### src/sv/bpsd_pkg.sv
// Shared types and constants for the BMP pixel stream decoder.
package bpsd_pkg;

  localparam int unsigned MAX_DIM      = 4096;
  localparam int unsigned HEADER_BYTES = 54;

  localparam int unsigned DIM_W  = $clog2(MAX_DIM + 1);
  localparam int unsigned CNT_W  = 12;
  localparam int unsigned ROWB_W = $clog2(4 * MAX_DIM + 1);
  localparam int unsigned PROD_W = DIM_W + ROWB_W;
  localparam int unsigned NEED_W = ((PROD_W > 32) ? PROD_W : 32) + 1;
  localparam int unsigned HDR_W  = $clog2(HEADER_BYTES);

  localparam logic [HDR_W-1:0] OFF_POS  = HDR_W'(10);
  localparam logic [HDR_W-1:0] WID_POS  = HDR_W'(18);
  localparam logic [HDR_W-1:0] HGT_POS  = HDR_W'(22);
  localparam logic [HDR_W-1:0] DEP_POS  = HDR_W'(28);
  localparam logic [HDR_W-1:0] LAST_HDR = HDR_W'(HEADER_BYTES - 1);

  localparam logic [15:0] DEPTH_24 = 16'd24;
  localparam logic [15:0] DEPTH_32 = 16'd32;

  localparam int unsigned OUT_DATA_W = 64;

  typedef enum logic [2:0] {
    ST_PIXEL      = 3'd0,
    ST_HDR_SHORT  = 3'd1,
    ST_BAD_DEPTH  = 3'd2,
    ST_DATA_SHORT = 3'd3,
    ST_TOO_LARGE  = 3'd4,
    ST_BAD_OFFSET = 3'd5
  } status_e;

  typedef enum logic [7:0] {
    PH_HEADER = 8'b0000_0001,
    PH_CHK_A  = 8'b0000_0010,
    PH_CHK_B  = 8'b0000_0100,
    PH_CHK_C  = 8'b0000_1000,
    PH_SKIP   = 8'b0001_0000,
    PH_PIXEL  = 8'b0010_0000,
    PH_PAD    = 8'b0100_0000,
    PH_DONE   = 8'b1000_0000
  } phase_e;

  typedef struct packed {
    status_e          status;
    logic [7:0]       red;
    logic [7:0]       green;
    logic [7:0]       blue;
    logic [7:0]       alpha;
    logic [DIM_W-1:0] col;
    logic [DIM_W-1:0] row;
  } item_t;

  typedef struct packed {
    logic [DIM_W-1:0] width;
    logic [DIM_W-1:0] height;
    logic             neg;
    logic             bpp4;
  } geom_t;

endpackage

### src/sv/bmp_pixel_stream_decoder.sv
// Top level of the BMP pixel stream decoder.
//   channel  | direction | carries
//   s_axis   | in        | one file byte per item, tdata[7:0]
//   m_axis   | out       | one pixel or error per item, status in tuser, tlast on final pixel
//   cfg      | in        | file length in bytes, written with cfg_wen_i
// One file byte is taken per cycle while the queue is not full; after the last
// header byte the input stalls while the header checks run (abs height and row
// size, then the height-by-row-size multiply, then the length compare).
// Reset clears the parse state and the file length register.
// A two-entry queue and the output register let the input keep moving
// while a result waits on m_axis_tready, until the queue fills.
module bmp_pixel_stream_decoder import bpsd_pkg::*; (
  input  logic                  clk_i,
  input  logic                  rst_ni,
  input  logic                  cfg_wen_i,
  input  logic [31:0]           cfg_wdata_i,
  input  logic                  s_axis_tvalid,
  output logic                  s_axis_tready,
  // [7:0] file_byte
  input  logic [7:0]            s_axis_tdata,
  output logic                  m_axis_tvalid,
  input  logic                  m_axis_tready,
  // [7:0] red, [15:8] green, [23:16] blue, [31:24] alpha, [34:32] channel_count,
  // [46:35] column, [58:47] image_row, [63:59] zero
  output logic [OUT_DATA_W-1:0] m_axis_tdata,
  // [2:0] status
  output logic [2:0]            m_axis_tuser,
  output logic                  m_axis_tlast
);

  logic  q_full;
  logic  push;
  item_t push_item;
  geom_t geom;
  logic  pop;
  logic  q_valid;
  item_t q_head;

  bpsd_front u_front (
    .clk_i       (clk_i),
    .rst_ni      (rst_ni),
    .cfg_wen_i   (cfg_wen_i),
    .cfg_wdata_i (cfg_wdata_i),
    .in_valid_i  (s_axis_tvalid),
    .in_ready_o  (s_axis_tready),
    .in_byte_i   (s_axis_tdata),
    .q_full_i    (q_full),
    .push_o      (push),
    .push_item_o (push_item),
    .geom_o      (geom)
  );

  bpsd_queue u_queue (
    .clk_i       (clk_i),
    .rst_ni      (rst_ni),
    .push_i      (push),
    .push_item_i (push_item),
    .full_o      (q_full),
    .pop_i       (pop),
    .valid_o     (q_valid),
    .head_o      (q_head)
  );

  bpsd_back u_back (
    .clk_i       (clk_i),
    .rst_ni      (rst_ni),
    .q_valid_i   (q_valid),
    .q_head_i    (q_head),
    .pop_o       (pop),
    .geom_i      (geom),
    .out_valid_o (m_axis_tvalid),
    .out_ready_i (m_axis_tready),
    .out_data_o  (m_axis_tdata),
    .out_user_o  (m_axis_tuser),
    .out_last_o  (m_axis_tlast)
  );

endmodule

### src/sv/bpsd_front.sv
// Front end: header capture, checks, skip and padding, pixel byte assembly.
module bpsd_front import bpsd_pkg::*; (
  input  logic        clk_i,
  input  logic        rst_ni,
  input  logic        cfg_wen_i,
  input  logic [31:0] cfg_wdata_i,
  input  logic        in_valid_i,
  output logic        in_ready_o,
  input  logic [7:0]  in_byte_i,
  input  logic        q_full_i,
  output logic        push_o,
  output item_t       push_item_o,
  output geom_t       geom_o
);

  logic [31:0]       file_length_q;
  phase_e            phase_q, phase_d;
  logic [31:0]       byte_pos_q, byte_pos_d;
  logic [31:0]       start_q, start_d;
  logic [31:0]       width_q, width_d;
  logic [31:0]       height_q, height_d;
  logic [15:0]       depth_q, depth_d;
  logic [DIM_W-1:0]  col_q, col_d;
  logic [DIM_W-1:0]  row_q, row_d;
  logic [1:0]        kpix_q, kpix_d;
  logic [1:0]        pad_q, pad_d;
  logic [23:0]       held_q, held_d;
  logic              bad_depth_q, bad_dim_q, bad_off_q;
  logic [DIM_W-1:0]  habs_q;
  logic [ROWB_W-1:0] rowb_q;
  logic [PROD_W-1:0] prod_q;

  logic              accept;
  logic              bpp4;
  logic [HDR_W-1:0]  pos;
  logic [HDR_W-1:0]  sub;
  logic [31:0]       habs32;
  logic [ROWB_W-1:0] raw_b;
  logic [NEED_W-1:0] need;
  logic [DIM_W-1:0]  col_inc;
  logic [DIM_W-1:0]  row_inc;

  assign bpp4   = (depth_q == DEPTH_32);
  assign pos    = byte_pos_q[HDR_W-1:0];
  assign sub    = pos - OFF_POS;
  assign habs32 = height_q[31] ? (~height_q + 32'd1) : height_q;
  assign raw_b  = bpp4 ? (ROWB_W'(width_q[DIM_W-1:0]) << 2)
                       : (ROWB_W'(width_q[DIM_W-1:0]) + (ROWB_W'(width_q[DIM_W-1:0]) << 1));
  assign need   = NEED_W'(start_q) + NEED_W'(prod_q);
  assign col_inc = col_q + DIM_W'(1);
  assign row_inc = row_q + DIM_W'(1);

  assign in_ready_o = !q_full_i && (phase_q == PH_HEADER || phase_q == PH_SKIP ||
                                    phase_q == PH_PIXEL || phase_q == PH_PAD ||
                                    phase_q == PH_DONE);
  assign accept = in_valid_i && in_ready_o;

  assign geom_o.width  = width_q[DIM_W-1:0];
  assign geom_o.height = habs_q;
  assign geom_o.neg    = height_q[31];
  assign geom_o.bpp4   = bpp4;

  always_comb begin
    phase_d     = phase_q;
    byte_pos_d  = byte_pos_q;
    start_d     = start_q;
    width_d     = width_q;
    height_d    = height_q;
    depth_d     = depth_q;
    col_d       = col_q;
    row_d       = row_q;
    kpix_d      = kpix_q;
    pad_d       = pad_q;
    held_d      = held_q;
    push_o      = 1'b0;
    push_item_o = '0;
    case (phase_q)
      PH_HEADER: begin
        if (accept) begin
          byte_pos_d = byte_pos_q + 32'd1;
          if (pos == '0 && file_length_q < 32'(HEADER_BYTES)) begin
            push_o             = 1'b1;
            push_item_o.status = ST_HDR_SHORT;
            phase_d            = PH_DONE;
          end else if (pos == LAST_HDR) begin
            phase_d = PH_CHK_A;
          end
        end
      end
      PH_CHK_A: phase_d = PH_CHK_B;
      PH_CHK_B: phase_d = PH_CHK_C;
      PH_CHK_C: begin
        if (!q_full_i) begin
          if (bad_depth_q || bad_dim_q || bad_off_q ||
              need > NEED_W'(file_length_q)) begin
            push_o  = 1'b1;
            phase_d = PH_DONE;
            if (bad_depth_q) begin
              push_item_o.status = ST_BAD_DEPTH;
            end else if (bad_dim_q) begin
              push_item_o.status = ST_TOO_LARGE;
            end else if (bad_off_q) begin
              push_item_o.status = ST_BAD_OFFSET;
            end else begin
              push_item_o.status = ST_DATA_SHORT;
            end
          end else if (width_q == '0 || habs_q == '0) begin
            phase_d = PH_DONE;
          end else if (start_q == 32'(HEADER_BYTES)) begin
            phase_d = PH_PIXEL;
          end else begin
            phase_d = PH_SKIP;
          end
        end
      end
      PH_SKIP: begin
        if (accept) begin
          byte_pos_d = byte_pos_q + 32'd1;
          if (byte_pos_d == start_q) begin
            phase_d = PH_PIXEL;
          end
        end
      end
      PH_PIXEL: begin
        if (accept) begin
          if ((bpp4 && kpix_q != 2'd3) || (!bpp4 && kpix_q != 2'd2)) begin
            held_d[{kpix_q, 3'b000} +: 8] = in_byte_i;
            kpix_d = kpix_q + 2'd1;
          end else begin
            push_o             = 1'b1;
            push_item_o.status = ST_PIXEL;
            push_item_o.blue   = held_q[7:0];
            push_item_o.green  = held_q[15:8];
            push_item_o.red    = bpp4 ? held_q[23:16] : in_byte_i;
            push_item_o.alpha  = bpp4 ? in_byte_i : 8'd0;
            push_item_o.col    = col_q;
            push_item_o.row    = row_q;
            kpix_d = 2'd0;
            held_d = '0;
            col_d  = col_inc;
            if (col_inc >= width_q[DIM_W-1:0]) begin
              col_d = '0;
              row_d = row_inc;
              if (row_inc >= habs_q) begin
                phase_d = PH_DONE;
              end else if (!bpp4 && width_q[1:0] != 2'd0) begin
                pad_d   = width_q[1:0];
                phase_d = PH_PAD;
              end
            end
          end
        end
      end
      PH_PAD: begin
        if (accept) begin
          pad_d = pad_q - 2'd1;
          if (pad_d == 2'd0) begin
            phase_d = PH_PIXEL;
          end
        end
      end
      PH_DONE: phase_d = PH_DONE;
      default: phase_d = PH_DONE;
    endcase
  end

  always_ff @(posedge clk_i or negedge rst_ni) begin
    if (!rst_ni) begin
      file_length_q <= '0;
      phase_q       <= PH_HEADER;
      byte_pos_q    <= '0;
      start_q       <= '0;
      width_q       <= '0;
      height_q      <= '0;
      depth_q       <= '0;
      col_q         <= '0;
      row_q         <= '0;
      kpix_q        <= '0;
      pad_q         <= '0;
      held_q        <= '0;
    end else begin
      if (cfg_wen_i) begin
        file_length_q <= cfg_wdata_i;
      end
      phase_q    <= phase_d;
      byte_pos_q <= byte_pos_d;
      col_q      <= col_d;
      row_q      <= row_d;
      kpix_q     <= kpix_d;
      pad_q      <= pad_d;
      held_q     <= held_d;
      if (phase_q == PH_HEADER && accept) begin
        if (pos >= OFF_POS && pos < OFF_POS + HDR_W'(4)) begin
          start_q[{sub[1:0], 3'b000} +: 8] <= in_byte_i;
        end
        if (pos >= WID_POS && pos < WID_POS + HDR_W'(4)) begin
          width_q[{pos[1:0] - WID_POS[1:0], 3'b000} +: 8] <= in_byte_i;
        end
        if (pos >= HGT_POS && pos < HGT_POS + HDR_W'(4)) begin
          height_q[{pos[1:0] - HGT_POS[1:0], 3'b000} +: 8] <= in_byte_i;
        end
        if (pos >= DEP_POS && pos < DEP_POS + HDR_W'(2)) begin
          depth_q[{pos[0] ^ DEP_POS[0], 3'b000} +: 8] <= in_byte_i;
        end
      end else begin
        start_q  <= start_d;
        width_q  <= width_d;
        height_q <= height_d;
        depth_q  <= depth_d;
      end
    end
  end

  always_ff @(posedge clk_i) begin
    if (phase_q == PH_CHK_A) begin
      bad_depth_q <= (depth_q != DEPTH_24) && (depth_q != DEPTH_32);
      bad_dim_q   <= (width_q > 32'(MAX_DIM)) || (habs32 > 32'(MAX_DIM));
      bad_off_q   <= start_q < 32'(HEADER_BYTES);
      habs_q      <= habs32[DIM_W-1:0];
      rowb_q      <= (raw_b + ROWB_W'(3)) & ~ROWB_W'(3);
    end
    if (phase_q == PH_CHK_B) begin
      prod_q <= PROD_W'(habs_q) * PROD_W'(rowb_q);
    end
  end

endmodule

### src/sv/bpsd_queue.sv
// Two-entry queue between the front end and the output stage.
module bpsd_queue import bpsd_pkg::*; (
  input  logic  clk_i,
  input  logic  rst_ni,
  input  logic  push_i,
  input  item_t push_item_i,
  output logic  full_o,
  input  logic  pop_i,
  output logic  valid_o,
  output item_t head_o
);

  item_t      mem_q [2];
  logic       wptr_q, rptr_q;
  logic [1:0] count_q;

  assign full_o  = (count_q == 2'd2);
  assign valid_o = (count_q != 2'd0);
  assign head_o  = mem_q[rptr_q];

  always_ff @(posedge clk_i) begin
    if (push_i) begin
      mem_q[wptr_q] <= push_item_i;
    end
  end

  always_ff @(posedge clk_i or negedge rst_ni) begin
    if (!rst_ni) begin
      wptr_q  <= 1'b0;
      rptr_q  <= 1'b0;
      count_q <= '0;
    end else begin
      if (push_i) begin
        wptr_q <= ~wptr_q;
      end
      if (pop_i) begin
        rptr_q <= ~rptr_q;
      end
      case ({push_i, pop_i})
        2'b10:   count_q <= count_q + 2'd1;
        2'b01:   count_q <= count_q - 2'd1;
        default: count_q <= count_q;
      endcase
    end
  end

endmodule

### src/sv/bpsd_back.sv
// Output stage: row flip, last flag, field packing and output register.
module bpsd_back import bpsd_pkg::*; (
  input  logic                  clk_i,
  input  logic                  rst_ni,
  input  logic                  q_valid_i,
  input  item_t                 q_head_i,
  output logic                  pop_o,
  input  geom_t                 geom_i,
  output logic                  out_valid_o,
  input  logic                  out_ready_i,
  output logic [OUT_DATA_W-1:0] out_data_o,
  output logic [2:0]            out_user_o,
  output logic                  out_last_o
);

  logic                  valid_q;
  logic [OUT_DATA_W-1:0] data_q;
  logic [2:0]            user_q;
  logic                  last_q;
  logic                  is_pix;
  logic [DIM_W-1:0]      row_flip;
  logic [CNT_W-1:0]      row_out;
  logic [2:0]            chan;
  logic                  last;
  logic [OUT_DATA_W-1:0] data_d;

  assign pop_o    = q_valid_i && (!valid_q || out_ready_i);
  assign is_pix   = (q_head_i.status == ST_PIXEL);
  assign row_flip = geom_i.height - DIM_W'(1) - q_head_i.row;
  assign row_out  = geom_i.neg ? q_head_i.row[CNT_W-1:0] : row_flip[CNT_W-1:0];
  assign chan     = geom_i.bpp4 ? 3'd4 : 3'd3;
  assign last     = is_pix && (q_head_i.row + DIM_W'(1) == geom_i.height) &&
                    (q_head_i.col + DIM_W'(1) == geom_i.width);

  always_comb begin
    data_d = '0;
    if (is_pix) begin
      data_d[7:0]   = q_head_i.red;
      data_d[15:8]  = q_head_i.green;
      data_d[23:16] = q_head_i.blue;
      data_d[31:24] = q_head_i.alpha;
      data_d[34:32] = chan;
      data_d[46:35] = q_head_i.col[CNT_W-1:0];
      data_d[58:47] = row_out;
    end
  end

  assign out_valid_o = valid_q;
  assign out_data_o  = data_q;
  assign out_user_o  = user_q;
  assign out_last_o  = last_q;

  always_ff @(posedge clk_i or negedge rst_ni) begin
    if (!rst_ni) begin
      valid_q <= 1'b0;
    end else if (pop_o) begin
      valid_q <= 1'b1;
    end else if (out_ready_i) begin
      valid_q <= 1'b0;
    end
  end

  always_ff @(posedge clk_i) begin
    if (pop_o) begin
      data_q <= data_d;
      user_q <= q_head_i.status;
      last_q <= last;
    end
  end

endmodule
### config.mk
export PLATFORM = sky130hd
export DESIGN_NAME = bmp_pixel_stream_decoder
export DESIGN_NICKNAME = d
export VERILOG_FILES = /design/src/sv/bpsd_pkg.sv /design/src/sv/bmp_pixel_stream_decoder.sv /design/src/sv/bpsd_front.sv /design/src/sv/bpsd_queue.sv /design/src/sv/bpsd_back.sv
export SDC_FILE = /design/constraint.sdc
export NUM_CORES = 1
export LEC_CHECK = 0
export BUFFER_PORTS_ARGS = -buffer_cell sky130_fd_sc_hd__buf_2
export CORE_MARGIN = 2
export CORE_UTILIZATION = 45
export DETAILED_ROUTE_END_ITERATION = 6
export PLACE_DENSITY = 0.7
export REMOVE_ABC_BUFFERS = 1
export SETUP_SLACK_MARGIN = 0.05
export SLEW_MARGIN = 20
export SYNTH_ARGS = -nofsm -noshare
export SYNTH_HDL_FRONTEND = slang
export SYNTH_SLANG_ARGS = --single-unit
export TNS_END_PERCENT = 20
### constraint.sdc
create_clock -name clk_i -period 13.8 [get_ports clk_i]
set_input_delay 1.38 -clock clk_i [delete_from_list [all_inputs] [get_ports clk_i]]
set_output_delay 1.38 -clock clk_i [all_outputs]
set_load 0.05 [all_outputs]
==> results.md <==
- Gr usage total: 0.2130
- Commonest non-fill, non-tap cell in the layout: nand2_1
- Worst vdd ir: 0.1099 mV
- Final net count: 3,469
- Syn. warnings: 0
- Cells after DPL: 3,982
- RSZ-0062 raised after global routing: no
- Chip Height: 269.3 microns
- Crit-path max cell delay: 0.85 ns
- Internal power: 2.690 mW
- Starting DRT DRC Count: 1,735
- Flop pwr share: 0.422
- Leak: 15.82 nW
- Post-CTS sizing: 0
- Num rows: 97
- Worst setup path startpoint: u_front.start_d[2]
- Avg Cell Area, Syn: 10.46 sq um
- Fin Setup TNS: 0 ns
- Crit-path cells: ha_1, inv_1, fa_1, nor2b_1, o31a_1, o21ai_0, a31oi_1, o21ai_0, a21oi_1, a21o_1, a41oi_1, xnor2_1, ha_1, a21o_1, a211oi_1, o21ai_0, a211oi_1, a21oi_1, a211oi_1, nand2_1, a31oi_1, nor2b_4, buf_4
- PortBufs: 109
- Worst Path Required: 14.08 ns
- Synthesized instance count: 3,027
- Top Metal Used: met4
- Worst Skew: 0.06506 ns
- Grt total ovfl: 0
- Kind of critical path: flip-flop to flip-flop
- Final Instance Area: 35,000 sq um
- Crit path DAT: 7.07 ns
- Comb power frac: 0.188
- Worst path slowest cell: a211oi_1
- Failing checks: DRC
- Post-synth EDFFs: 239
- Routed length per instance: 18.80 microns
- Clock Sinks: 482
- Starting Density: 0.4531
- Netlist Area Pre-Place: 31,680 sq um
- Sequential-to-total area share from yosys stat: 0.4186
- Max Buffers Root-to-Sink: 3
- Worst Tran Pin Value: 1.033 ns
- Area grow syn2layout: 10.49%
- CTS Hold Bufs: 0
- Min Clock Period, post-route: 6.794 ns
- PD cells: 110.1 nW/um^2
- Met3 wire length: 4367 microns
- Sw frac: 0.3018
- Util after Layout: 0.5007
- Switching power: 1.163 mW
- Critical path endpoint category: flip-flop
- Total die area: 72,530 sq um
- Die span in x: 269.3 microns
- Initial antenna violation count: 0
- Tot Pwr: 3.853 mW
- Final Max Slew Viols: 0
- Setup bufs post-CTS: 0
- HP Start: u_front.byte_pos_q[31]
- Yosys reg bits: 482
- # IOs: 115
- Ys async rst share: 0.5041
- Final Hold Violating Endpoints: 0
- Outcome: finished, violations left
- Clock group share of total power: 0.389
- Worst r2r src: u_front.start_d[2]
- Routability Congestion: 0.9154
- Final setup fails: 0
- Max_slew headroom: 0.3075
- Yosys cell types: 86
- Core footprint: 69,910 sq um
- Final WL: 76,740 microns
- Max-Cap Viols: 0
- Routed Antenna Nets: 0
- Finished Layout Cells: 4,081
- Min-delay worst type: flip-flop to flip-flop
- CTS tree: done
- Fin Hold WS: 0.4951 ns
- Layout cells sized above 1: 0.1159
- Final worst path period share: 0.4923
- Worst-Skew Late Latency: 0.65 ns
- Root Driver: clkbuf_16
- CP Max Fanout: 61
- Fmax: 147.2 MHz
- Vias in the first global route: 22,283
- Crit path setup slack, layout: 7.006 ns
- Ys flop type: dfrtp_1
- DRT Pass-1 Iters: 7
- Metal-1 WL: 33,880 microns
- Vias per inst: 5.559
- Largest net degree at the start of global routing: 147
- Reg clk slew, reported paths: 0.06 ns
- Startpoint types: flip-flop
- Area post-placement: 33,140 sq um
- Place WS: 6.992 ns
- Most frequent cells in the layout: nand2_1 (299), inv_1 (243), dfrtp_1 (241)
- Total CTS buffers: 52
- First-pass GRT wire length: 123,900 microns
- Hpwl dp: 55,430 microns
- H-Tree Depth: 2
- Met2 wire len: 35,780 microns
- # DRC: 2
- DR vias: 22,687
==> per-layer routing <==
metal  vias up  global-route usage
li1      10703                   -
met2       636              0.3448
met4         0             0.07149
met1     11208              0.2940
met5         -                   0
met3       140             0.03161
==> critical path, delay by kind of cell, from the launching register on <==
family          cells  cell delay (ns)
buf+inv             2             0.45
compound gates     14             4.01
simple gates        3             0.41
xor+xnor            1             0.17
flops               1             0.44
fa+ha+maj           3             0.93
==> cell type report <==
type / instances / area (sq um)
diodes: 1 / 2.502
clock buffers: 64 / 1366
clock inverters: 34 / 489.2
fillers: 6343 / 34910
inverters: 244 / 915.9
multi-input cells: 2187 / 17070
flip-flops and latches: 482 / 13260
well taps: 940 / 1176
repair buffers: 129 / 718.2
==> path summary, 6_finish.rpt <==
path,slack [ns],depth (start not counted),to
worst max-delay path,7.01,23,u_queue.mem_q[1][3]
worst min-delay path,0.50,1,u_front.byte_pos_q[31]
worst max register to register,7.01,23,u_queue.mem_q[1][3]
worst min register to register,0.50,1,u_front.byte_pos_q[31]
max in group asynchronous,11.60,2,u_front.file_length_q[29]
min in group asynchronous,0.74,1,u_front.row_q[7]
==> logic make-up after synthesis <==
group | Yosys count | share of synthesized area
adders and majority gates | 329 | 0.1593
xor gates and xnor gates | 247 | 0.06829
buffers and inverters | 362 | 0.04455
muxes | 177 | 0.06079
other | 1 | 0.0001184
and+or+nand+nor | 993 | 0.1596
AOI/OAI and AO/OA | 436 | 0.08879
DFF | 482 | 0.4186
==> cell usage after synthesis (68+ instances only) <==
cell / count / share of area
xnor2_1: 170 / 0.047
o21ai_0: 104 / 0.016
edfxtp_1: 239 / 0.23
nand3_1: 72 / 0.011
and2_1: 101 / 0.020
ha_1: 204 / 0.081
fa_1: 124 / 0.078
dfrtp_1: 242 / 0.19
xor2_1: 77 / 0.021
nor3_1: 68 / 0.011
a21oi_1: 118 / 0.019
mux2_2: 108 / 0.038
nor2_1: 172 / 0.020
and3_1: 71 / 0.014
nand2_1: 299 / 0.035
clkbuf_1: 88 / 0.010
inv_1: 243 / 0.029
==> flip-flops by register name (all words and copies together), names as in the netlist, 3 cells and up <==
signal / count
u_back.out_data_o: 58
u_back.out_user_o: 3
u_front.byte_pos_q: 32
u_front.col_q: 13
u_front.depth_d: 16
u_front.file_length_q: 32
u_front.habs_q: 13
u_front.height_d: 32
u_front.held_q: 24
u_front.phase_q: 8
u_front.prod_q: 26
u_front.row_q: 13
u_front.rowb_q: 13
u_front.start_d: 32
u_front.width_d: 32
u_queue.mem_q: 122
==> power by group through the flow <==
stage	Combinational [mW]	Clock, mW	Sequential, mW
after floorplan	0.327	0	1.88
after global placement	0.721	0	1.66
after detailed placement	0.725	0	1.65
after CTS	0.729	1.53	1.63
after global routing	0.780	1.59	1.64
final	0.726	1.50	1.63
Note: power is estimated with default switching activity, not from simulation.
